--- config.mk ---
export PLATFORM = sky130hd
export DESIGN_NAME = distance_crossing_interpolator
export DESIGN_NICKNAME = d
export VERILOG_FILES = /design/src/rtl/core/dci_pkg.sv /design/src/rtl/core/dci_ctrl.sv /design/src/rtl/core/dci_datapath.sv /design/src/rtl/core/distance_crossing_interpolator.sv
export SDC_FILE = /design/constraint.sdc
export NUM_CORES = 2
export LEC_CHECK = 0
export BUFFER_PORTS_ARGS = -buffer_cell sky130_fd_sc_hd__buf_2
export CAP_MARGIN = 20
export CORE_MARGIN = 2
export CORE_UTILIZATION = 40
export CTS_CLUSTER_DIAMETER = 30
export DETAILED_ROUTE_END_ITERATION = 10
export HOLD_SLACK_MARGIN = 0.15
export PLACE_DENSITY = 0.57
export SETUP_SLACK_MARGIN = 0.1
export SLEW_MARGIN = 25
export SYNTH_ARGS = -nofsm -noshare
export SYNTH_HDL_FRONTEND = slang
export SYNTH_HIERARCHICAL = 1
export SYNTH_SLANG_ARGS = --single-unit
--- constraint.sdc ---
create_clock -name clk -period 13.91 [get_ports clk]
set_input_delay 0 -clock clk [delete_from_list [all_inputs] [get_ports clk]]
set_output_delay 0 -clock clk [all_outputs]
set_load 0.01 [all_outputs]
--- src/rtl/core/dci_pkg.sv ---
// shared types and constants for the distance crossing interpolator
// no dependencies; imported by dci_ctrl, dci_datapath and the top level
package dci_pkg;

    // field widths
    localparam int DIST_W  = 32;
    localparam int TIME_W  = 32;
    localparam int SPEED_W = 24;

    // default number of fractional bits in the fixed point format
    localparam int FRAC_BITS_DEFAULT = 8;

    // configuration port
    localparam int ADDR_W = 3;
    localparam int DATA_W = 32;
    localparam logic REG_TARGET = 1'b0;

    // what a result carries
    typedef enum logic [1:0] {
        EMIT_MISS   = 2'd0,
        EMIT_LOWER  = 2'd1,
        EMIT_INTERP = 2'd2
    } emit_kind_t;

    // commands from the controller to the datapath
    typedef struct packed {
        logic       capture;
        logic       eval;
        logic       save_lower;
        logic       clear_run;
        logic       set_hit;
        logic       prep;
        logic       sel_speed;
        logic       mul;
        logic       div_load;
        logic       div_step;
        logic       finish;
        logic       emit;
        emit_kind_t kind;
    } dci_cmd_t;

    // status from the datapath to the controller
    typedef struct packed {
        logic hit_done;
        logic below;
        logic last;
        logic small_gap;
        logic div_done;
        logic out_free;
    } dci_sts_t;

endpackage

--- src/rtl/core/dci_ctrl.sv ---
// sequencer for the distance crossing interpolator
// depends on dci_pkg; drives dci_datapath through dci_cmd_t / dci_sts_t
module dci_ctrl
    import dci_pkg::*;
(
    input  logic     clk,
    input  logic     rst_n,
    input  logic     in_valid,
    output logic     in_ready,
    input  dci_sts_t sts,
    output dci_cmd_t cmd
);

    typedef enum logic [2:0] {
        S_IDLE,
        S_EVAL,
        S_PREP,
        S_MUL,
        S_LOAD,
        S_DIV,
        S_FIN,
        S_EMIT
    } state_t;

    state_t     state_reg, state_next;
    logic       phase_reg, phase_next;
    emit_kind_t kind_reg, kind_next;

    // state and registered control
    always_ff @(posedge clk or negedge rst_n)
    begin
        if (!rst_n)
        begin
            state_reg <= S_IDLE;
            phase_reg <= 1'b0;
            kind_reg  <= EMIT_MISS;
        end
        else
        begin
            state_reg <= state_next;
            phase_reg <= phase_next;
            kind_reg  <= kind_next;
        end
    end

    assign in_ready = (state_reg == S_IDLE);

    // next state and commands
    always_comb
    begin
        state_next = state_reg;
        phase_next = phase_reg;
        kind_next  = kind_reg;
        cmd        = '0;
        cmd.kind   = kind_reg;
        cmd.sel_speed = phase_reg;

        unique case (state_reg)
            S_IDLE:
            begin
                if (in_valid)
                begin
                    cmd.capture = 1'b1;
                    state_next  = S_EVAL;
                end
            end
            S_EVAL:
            begin
                cmd.eval = 1'b1;
                if (sts.hit_done)
                begin
                    // records after a hit are dropped, the last one ends the run
                    cmd.clear_run = sts.last;
                    state_next    = S_IDLE;
                end
                else if (sts.below)
                begin
                    if (sts.last)
                    begin
                        kind_next  = EMIT_MISS;
                        state_next = S_EMIT;
                    end
                    else
                    begin
                        cmd.save_lower = 1'b1;
                        state_next     = S_IDLE;
                    end
                end
                else if (sts.small_gap)
                begin
                    kind_next  = EMIT_LOWER;
                    state_next = S_EMIT;
                end
                else
                begin
                    kind_next  = EMIT_INTERP;
                    phase_next = 1'b0;
                    state_next = S_PREP;
                end
            end
            S_PREP:
            begin
                cmd.prep   = 1'b1;
                state_next = S_MUL;
            end
            S_MUL:
            begin
                cmd.mul    = 1'b1;
                state_next = S_LOAD;
            end
            S_LOAD:
            begin
                cmd.div_load = 1'b1;
                state_next   = S_DIV;
            end
            S_DIV:
            begin
                cmd.div_step = 1'b1;
                if (sts.div_done)
                begin
                    state_next = S_FIN;
                end
            end
            S_FIN:
            begin
                cmd.finish = 1'b1;
                if (phase_reg)
                begin
                    state_next = S_EMIT;
                end
                else
                begin
                    phase_next = 1'b1;
                    state_next = S_PREP;
                end
            end
            S_EMIT:
            begin
                // wait for the output register to free up
                if (sts.out_free)
                begin
                    cmd.emit      = 1'b1;
                    cmd.clear_run = sts.last;
                    cmd.set_hit   = !sts.last;
                    state_next    = S_IDLE;
                end
            end
            default:
            begin
                state_next = S_IDLE;
            end
        endcase
    end

endmodule

--- src/rtl/core/dci_datapath.sv ---
// record registers, lower record, multiplier, shared restoring divider, output register
// depends on dci_pkg; sequenced by dci_ctrl
module dci_datapath
    import dci_pkg::*;
#(
    parameter int FRAC_BITS = FRAC_BITS_DEFAULT
)
(
    input  logic               clk,
    input  logic               rst_n,
    input  dci_cmd_t           cmd,
    output dci_sts_t           sts,
    input  logic [DIST_W-1:0]  target,
    input  logic [DIST_W-1:0]  rec_distance,
    input  logic [TIME_W-1:0]  rec_time,
    input  logic [SPEED_W-1:0] rec_speed,
    input  logic               last_record,
    output logic               out_valid,
    input  logic               out_ready,
    output logic               reached,
    output logic [TIME_W-1:0]  time_at_target,
    output logic [SPEED_W-1:0] speed_at_target
);

    localparam int PROD_W  = 2 * DIST_W;
    localparam int DIV_BITS = PROD_W + 1;
    localparam int CNT_W   = $clog2(DIV_BITS);
    localparam int REM_W   = DIST_W + 1;
    // gap*2 below one unit means the gap is under half a unit
    localparam logic [DIST_W:0] GAP2_LIMIT = (DIST_W + 1)'(1) << FRAC_BITS;

    // captured record
    logic [DIST_W-1:0]  rec_d_reg;
    logic [TIME_W-1:0]  rec_t_reg;
    logic [SPEED_W-1:0] rec_s_reg;
    logic               rec_last_reg;

    // run state
    logic [DIST_W-1:0]  lower_d_reg;
    logic [TIME_W-1:0]  lower_t_reg;
    logic [SPEED_W-1:0] lower_s_reg;
    logic               hit_done_reg;

    // interpolation operands
    logic [DIST_W-1:0]  gap_reg, num_reg;
    logic [TIME_W-1:0]  lo_reg, mag_reg;
    logic               up_reg;
    logic [PROD_W-1:0]  prod_reg;
    logic [REM_W-1:0]   rem_reg;
    logic [DIV_BITS-1:0] dq_reg;
    logic [CNT_W-1:0]   cnt_reg;
    logic [TIME_W-1:0]  res_t_reg;
    logic [SPEED_W-1:0] res_s_reg;

    // output register
    logic               out_valid_reg;
    logic               reached_reg;
    logic [TIME_W-1:0]  time_reg;
    logic [SPEED_W-1:0] speed_reg;

    // combinational helpers
    logic [DIST_W-1:0]  gap_next, num_raw, num_next;
    logic [TIME_W-1:0]  lo_next, hi_next, mag_next;
    logic [PROD_W-1:0]  prod_next;
    logic [REM_W-1:0]   rem_shift;
    logic [REM_W:0]     trial;
    logic [TIME_W-1:0]  q_clamp, res_next;

    // bracket gap and clamped numerator
    always_comb
    begin
        gap_next = (rec_d_reg >= lower_d_reg) ? (rec_d_reg - lower_d_reg) : '0;
        num_raw  = (target >= lower_d_reg) ? (target - lower_d_reg) : '0;
        num_next = (num_raw > gap_next) ? gap_next : num_raw;
    end

    // pick time or speed and take the signed difference apart
    always_comb
    begin
        if (cmd.sel_speed)
        begin
            lo_next = TIME_W'(lower_s_reg);
            hi_next = TIME_W'(rec_s_reg);
        end
        else
        begin
            lo_next = lower_t_reg;
            hi_next = rec_t_reg;
        end
        mag_next = (hi_next >= lo_next) ? (hi_next - lo_next) : (lo_next - hi_next);
    end

    assign prod_next = mag_reg * num_reg;

    // one restoring division step
    always_comb
    begin
        rem_shift = {rem_reg[REM_W-2:0], dq_reg[DIV_BITS-1]};
        trial     = {1'b0, rem_shift} - (REM_W + 1)'(gap_reg);
    end

    // clamp the quotient and apply it to the lower value
    always_comb
    begin
        if (dq_reg > DIV_BITS'(mag_reg))
        begin
            q_clamp = mag_reg;
        end
        else
        begin
            q_clamp = dq_reg[TIME_W-1:0];
        end
        res_next = up_reg ? (lo_reg + q_clamp) : (lo_reg - q_clamp);
    end

    // record capture and operand registers
    always_ff @(posedge clk)
    begin
        if (cmd.capture)
        begin
            rec_d_reg    <= rec_distance;
            rec_t_reg    <= rec_time;
            rec_s_reg    <= rec_speed;
            rec_last_reg <= last_record;
        end
        if (cmd.eval)
        begin
            gap_reg <= gap_next;
            num_reg <= num_next;
        end
        if (cmd.prep)
        begin
            lo_reg  <= lo_next;
            mag_reg <= mag_next;
            up_reg  <= (hi_next >= lo_next);
        end
        if (cmd.mul)
        begin
            prod_reg <= prod_next;
        end
        if (cmd.div_load)
        begin
            rem_reg <= '0;
            dq_reg  <= DIV_BITS'(prod_reg) + DIV_BITS'(gap_reg >> 1);
            cnt_reg <= CNT_W'(DIV_BITS - 1);
        end
        else if (cmd.div_step)
        begin
            if (!trial[REM_W])
            begin
                rem_reg <= trial[REM_W-1:0];
                dq_reg  <= {dq_reg[DIV_BITS-2:0], 1'b1};
            end
            else
            begin
                rem_reg <= rem_shift;
                dq_reg  <= {dq_reg[DIV_BITS-2:0], 1'b0};
            end
            cnt_reg <= cnt_reg - CNT_W'(1);
        end
        if (cmd.finish)
        begin
            if (cmd.sel_speed)
            begin
                res_s_reg <= res_next[SPEED_W-1:0];
            end
            else
            begin
                res_t_reg <= res_next;
            end
        end
    end

    // lower record and hit flag
    always_ff @(posedge clk or negedge rst_n)
    begin
        if (!rst_n)
        begin
            lower_d_reg  <= '0;
            lower_t_reg  <= '0;
            lower_s_reg  <= '0;
            hit_done_reg <= 1'b0;
        end
        else if (cmd.clear_run)
        begin
            lower_d_reg  <= '0;
            lower_t_reg  <= '0;
            lower_s_reg  <= '0;
            hit_done_reg <= 1'b0;
        end
        else
        begin
            if (cmd.save_lower)
            begin
                lower_d_reg <= rec_d_reg;
                lower_t_reg <= rec_t_reg;
                lower_s_reg <= rec_s_reg;
            end
            if (cmd.set_hit)
            begin
                hit_done_reg <= 1'b1;
            end
        end
    end

    // output valid
    always_ff @(posedge clk or negedge rst_n)
    begin
        if (!rst_n)
        begin
            out_valid_reg <= 1'b0;
        end
        else if (cmd.emit)
        begin
            out_valid_reg <= 1'b1;
        end
        else if (out_ready)
        begin
            out_valid_reg <= 1'b0;
        end
    end

    // output payload
    always_ff @(posedge clk)
    begin
        if (cmd.emit)
        begin
            case (cmd.kind)
                EMIT_LOWER:
                begin
                    reached_reg <= 1'b1;
                    time_reg    <= lower_t_reg;
                    speed_reg   <= lower_s_reg;
                end
                EMIT_INTERP:
                begin
                    reached_reg <= 1'b1;
                    time_reg    <= res_t_reg;
                    speed_reg   <= res_s_reg;
                end
                default:
                begin
                    reached_reg <= 1'b0;
                    time_reg    <= '0;
                    speed_reg   <= '0;
                end
            endcase
        end
    end

    // status back to the controller
    always_comb
    begin
        sts.hit_done  = hit_done_reg;
        sts.below     = (rec_d_reg < target);
        sts.last      = rec_last_reg;
        sts.small_gap = ({gap_next, 1'b0} < GAP2_LIMIT);
        sts.div_done  = (cnt_reg == '0);
        sts.out_free  = !out_valid_reg || out_ready;
    end

    assign out_valid       = out_valid_reg;
    assign reached         = reached_reg;
    assign time_at_target  = time_reg;
    assign speed_at_target = speed_reg;

endmodule

--- src/rtl/core/distance_crossing_interpolator.sv ---
// distance crossing interpolator top level: config register, controller, datapath
// depends on dci_pkg, dci_ctrl and dci_datapath
//
// records (rec_distance, rec_time, rec_speed, last_record) arrive on a valid/ready
// input channel in nondecreasing distance order; target_distance is set through
// the apb port at byte address 0 and may be read back there.
// results (reached, time_at_target, speed_at_target) leave on a valid/ready
// output channel, at most one per run.
// a record that produces no result, or a miss/near-gap hit, is accepted and then
// evaluated; on a result the output register is then loaded.
// an interpolated hit sends the time and speed values each through one 32x32
// multiply and a 65-step restoring divider, one bit a cycle, shared between
// the two.
// a finished result sits in the output register while the next record is
// accepted; a second result waits in the controller until the receiver takes
// the first, and input is held off meanwhile.
// reset clears the target, the lower record and the hit flag; no output pending.
module distance_crossing_interpolator
    import dci_pkg::*;
#(
    parameter int FRAC_BITS = FRAC_BITS_DEFAULT
)
(
    input  logic               clk,
    input  logic               rst_n,
    input  logic               psel,
    input  logic               penable,
    input  logic               pwrite,
    input  logic [ADDR_W-1:0]  paddr,
    input  logic [DATA_W-1:0]  pwdata,
    output logic [DATA_W-1:0]  prdata,
    output logic               pready,
    input  logic               in_valid,
    output logic               in_ready,
    input  logic [DIST_W-1:0]  rec_distance,
    input  logic [TIME_W-1:0]  rec_time,
    input  logic [SPEED_W-1:0] rec_speed,
    input  logic               last_record,
    output logic               out_valid,
    input  logic               out_ready,
    output logic               reached,
    output logic [TIME_W-1:0]  time_at_target,
    output logic [SPEED_W-1:0] speed_at_target
);

    logic [DIST_W-1:0] target_reg;
    logic              reg_sel;
    dci_cmd_t          cmd;
    dci_sts_t          sts;

    assign pready  = 1'b1;
    assign reg_sel = paddr[ADDR_W-1];

    // target register write
    always_ff @(posedge clk or negedge rst_n)
    begin
        if (!rst_n)
        begin
            target_reg <= '0;
        end
        else if (psel && penable && pwrite && pready && (reg_sel == REG_TARGET))
        begin
            target_reg <= pwdata;
        end
    end

    // register read
    always_comb
    begin
        unique case (reg_sel)
            REG_TARGET: prdata = target_reg;
            default:    prdata = '0;
        endcase
    end

    dci_ctrl u_ctrl (
        .clk      (clk),
        .rst_n    (rst_n),
        .in_valid (in_valid),
        .in_ready (in_ready),
        .sts      (sts),
        .cmd      (cmd)
    );

    dci_datapath #(
        .FRAC_BITS (FRAC_BITS)
    ) u_datapath (
        .clk             (clk),
        .rst_n           (rst_n),
        .cmd             (cmd),
        .sts             (sts),
        .target          (target_reg),
        .rec_distance    (rec_distance),
        .rec_time        (rec_time),
        .rec_speed       (rec_speed),
        .last_record     (last_record),
        .out_valid       (out_valid),
        .out_ready       (out_ready),
        .reached         (reached),
        .time_at_target  (time_at_target),
        .speed_at_target (speed_at_target)
    );

`ifndef NO_ASSERTIONS
    // input is not ready in the cycle after a transfer, while the record is evaluated
    a_busy_after_accept: assert property (@(posedge clk) disable iff (!rst_n)
        (in_valid && in_ready) |=> !in_ready)
        else $error("input accepted back to back");

    // a new result is only produced while the input side is busy
    a_result_while_busy: assert property (@(posedge clk) disable iff (!rst_n)
        $rose(out_valid) |-> $past(!in_ready))
        else $error("result produced while idle");

    // a miss carries zero values
    a_miss_zero: assert property (@(posedge clk) disable iff (!rst_n)
        (out_valid && !reached) |-> (time_at_target == '0 && speed_at_target == '0))
        else $error("miss result with nonzero values");
`endif

endmodule

==> impl_metrics.env <==
export IMPL_avgSynthCellArea_um2=9.68
export IMPL_dominant_combinational_cell_family_by_area_after_synthesis="adder cells"
export IMPL_hold_class="in -> reg"
export IMPL_achievable_frequency_mhz=114
export IMPL_drv_cap=0
export IMPL_wl_mm=203
export IMPL_ys_types=93
export IMPL_clk_latency_ns=0.74
export IMPL_io_buffer_count=219
export IMPL_antenna_violations_before_repair=4
export IMPL_synthToLayoutAreaGrowth_pct=13.7
export IMPL_mappedNetlistArea_um2=72900
export IMPL_die_area_um2=186000
export IMPL_post_synth_inst_count=7532
export IMPL_start_util=0.403
export IMPL_grt_overflow_total=0
export IMPL_boundaryPins=223
export IMPL_synth_seq_cells=627
export IMPL_synth_area_in_xor_xnor=0.0332
export IMPL_finalCriticalPeriod_ns=8.80
export IMPL_finalWorstSetupSlack_ns=5.11
export IMPL_rows=156
export IMPL_clock_skew_final_ns=0.0489
export IMPL_fin_util=0.458
export IMPL_cts_tree="built"
export IMPL_final_net_count=9463
export IMPL_maxSlewViolCount=0
export IMPL_synth_nets=9150
export IMPL_worst_pin_slew_ns=1.06
export IMPL_detail_route_drc_violations=0
export IMPL_hpwl_after_detailed_placement_mm=156
export IMPL_largest_reg_flops=65
export IMPL_vias_per_cell=5.29
export IMPL_setup_worst_path_end_class="flop"
export IMPL_yosys_mux_area_fraction=0.0415
export IMPL_fp_dieW_um=431
export IMPL_yosysSeqAreaShare=0.244
export IMPL_ctsRootBufferMaster="clkbuf_16"
export IMPL_synth_yosys_warnings=6
export IMPL_commonest_non_fill_non_tap_cell_in_the_layout="inv_1"
export IMPL_crit_fanout=28
export IMPL_synth_main_ff_cell="edfxtp_1"
export IMPL_number_of_clock_sinks=627
export IMPL_detail_route_iter0_violations=3302
export IMPL_synth_compound_gate_area_share=0.101
export IMPL_total_clock_buffers_created_by_cts=114
export IMPL_hold_viol=0
export IMPL_routed_wire_length_per_instance_um=19.7
export IMPL_dp_worst_setup_slack_ns=5.16
export IMPL_grt_pass1_vias=58014
export IMPL_top_library_cells_by_usage_in_the_layout_fill_and_taps_aside="inv_1 (1,169), fa_1 (903), nand2_1 (663)"
export IMPL_cts_htree_levels=3
export IMPL_async_reset_ff_frac=0.204
export IMPL_rsz_0062_raised_after_global_routing="no"
export IMPL_final_setup_viol_count=0
export IMPL_worst_setup_path_start_kind="flop"
export IMPL_clk_transition_reported_paths_ns=0.06
export IMPL_outcome="finished clean"
export IMPL_layout_drive_gt1_share=0.0870
export IMPL_postRouteAntennaNets=0
export IMPL_timing_slew_headroom=0.291
export IMPL_firstDrtPassIters=6
export IMPL_reg2reg_slack_ns=5.11
export IMPL_worstSetupPathType="reg -> reg"
export IMPL_first_pass_grt_wire_length_mm=326
export IMPL_max_clock_path_buffers=3
export IMPL_crit_required_ns=14.33
export IMPL_layout_worst_path_cycle_share=0.632
export IMPL_fp_dieH_um=431
export IMPL_synth_simple_gate_area_frac=0.151
export IMPL_arrival_time_at_the_worst_endpoint_ns=9.22
export IMPL_core_um2=181000
export IMPL_tot_gr_track_use=0.222
export IMPL_synth_edff_count=460
export IMPL_grt_max_degree=89
export IMPL_globalplace_congestion=0.895
export IMPL_timing_setup_tns_ns=0
export IMPL_synth_adder_area_share=0.348
export IMPL_vias=54589
## cells in the mapped netlist, types with 60 or more instances
library cell,n,area (µm²)
inv_1,1171,4400
fa_1,903,18100
nand2_1,663,2490
and2_1,612,3830
ha_1,584,7310
edfxtp_1,460,13800
nor2_1,417,1570
a21oi_1,329,1650
clkbuf_1,313,1170
mux2i_1,191,1910
xnor2_1,175,1530
a21o_1,173,1300
o21ai_0,171,856
dfrtp_1,128,3200
xor2_1,101,885
nand3_1,73,365
nor2b_1,67,419
nor3_1,66,330
nand2b_1,61,382
nand4_1,60,375
## critical path, cell delays in order (launching register included)
cell and delay [ns]:
edfxtp_1 0.33, buf_4 0.23, buf_4 0.47, and2_1 0.23, fa_1 0.45, fa_1 0.45
fa_1 0.54, inv_1 0.06, fa_1 0.48, inv_1 0.05, fa_1 0.50, inv_1 0.05
fa_1 0.54, inv_1 0.05, fa_1 0.53, fa_1 0.44, ha_1 0.37, and2_1 0.20
a221o_1 0.34, a31oi_1 0.21, nand2_1 0.19, a31oi_1 0.36, o21ai_0 0.24, o21ai_0 0.58
o311ai_0 0.31, xor2_1 0.20
## kinds of logic after synthesis
logic type / after synthesis
XOR/XNOR: 276
other: 1
multiplexers: 280
adder cells (fa/ha/maj): 1487
buffers and inverters: 1545
AND/OR/NAND/NOR: 2191
AO/OA/AOI/OAI: 1125
flip-flops: 627
## per-layer routing
metal | track usage | wire length (µm) | vias up
li1 | - | - | 25290
met1 | 0.301 | 91600 | 27727
met2 | 0.378 | 98000 | 1298
met3 | 0.0189 | 8180 | 274
met4 | 0.0663 | 5650 | 0
met5 | 0 | 0 | -
## worst paths after layout
kind / from / end / depth (start not counted)
min: in_valid / u_ctrl/state_reg[0] / 4
max reg2reg: u_datapath/mag_reg[11] / u_datapath/prod_reg[50] / 25
min in group asynchronous: rst_n / u_datapath/lower_d_reg[2] / 4
max in group asynchronous: rst_n / u_datapath/lower_t_reg[26] / 4
max: u_datapath/mag_reg[11] / u_datapath/prod_reg[50] / 25
min reg2reg: u_datapath/rem_reg[31] / u_datapath/rem_reg[31] / 2
## final cells by class
type                    count  area (µm²)
diodes                      2        5.00
clock buffers             120        2930
clock inverters            96        1140
fillers                 17040       98000
inverters                1172        4400
multi-input cells        5360       49300
flip-flops and latches    627       17800
well taps                2370        2970
repair buffers            570        4390
## through the flow
stage	cell area (µm²)	instances	hold WS (ns)
detailed placement	76400	9852	0.0962
CTS	82900	10315	0.175
global placement	76300	9851	0.0842
finish	82900	10317	0.225
floorplan	72900	7532	-0.296
global route	82900	10315	0.243
## repair_timing
action | 4_1_cts | 5_1_grt
hold endpoints to repair | 256 | 0
hold buffers | 247 | 0
buffers inserted | 0 | 0
resized for setup | 0 | 0
Power is left out: the tool's default activity adds up to more than one toggle a clock period on the data nets, which glitch-free logic cannot reach.
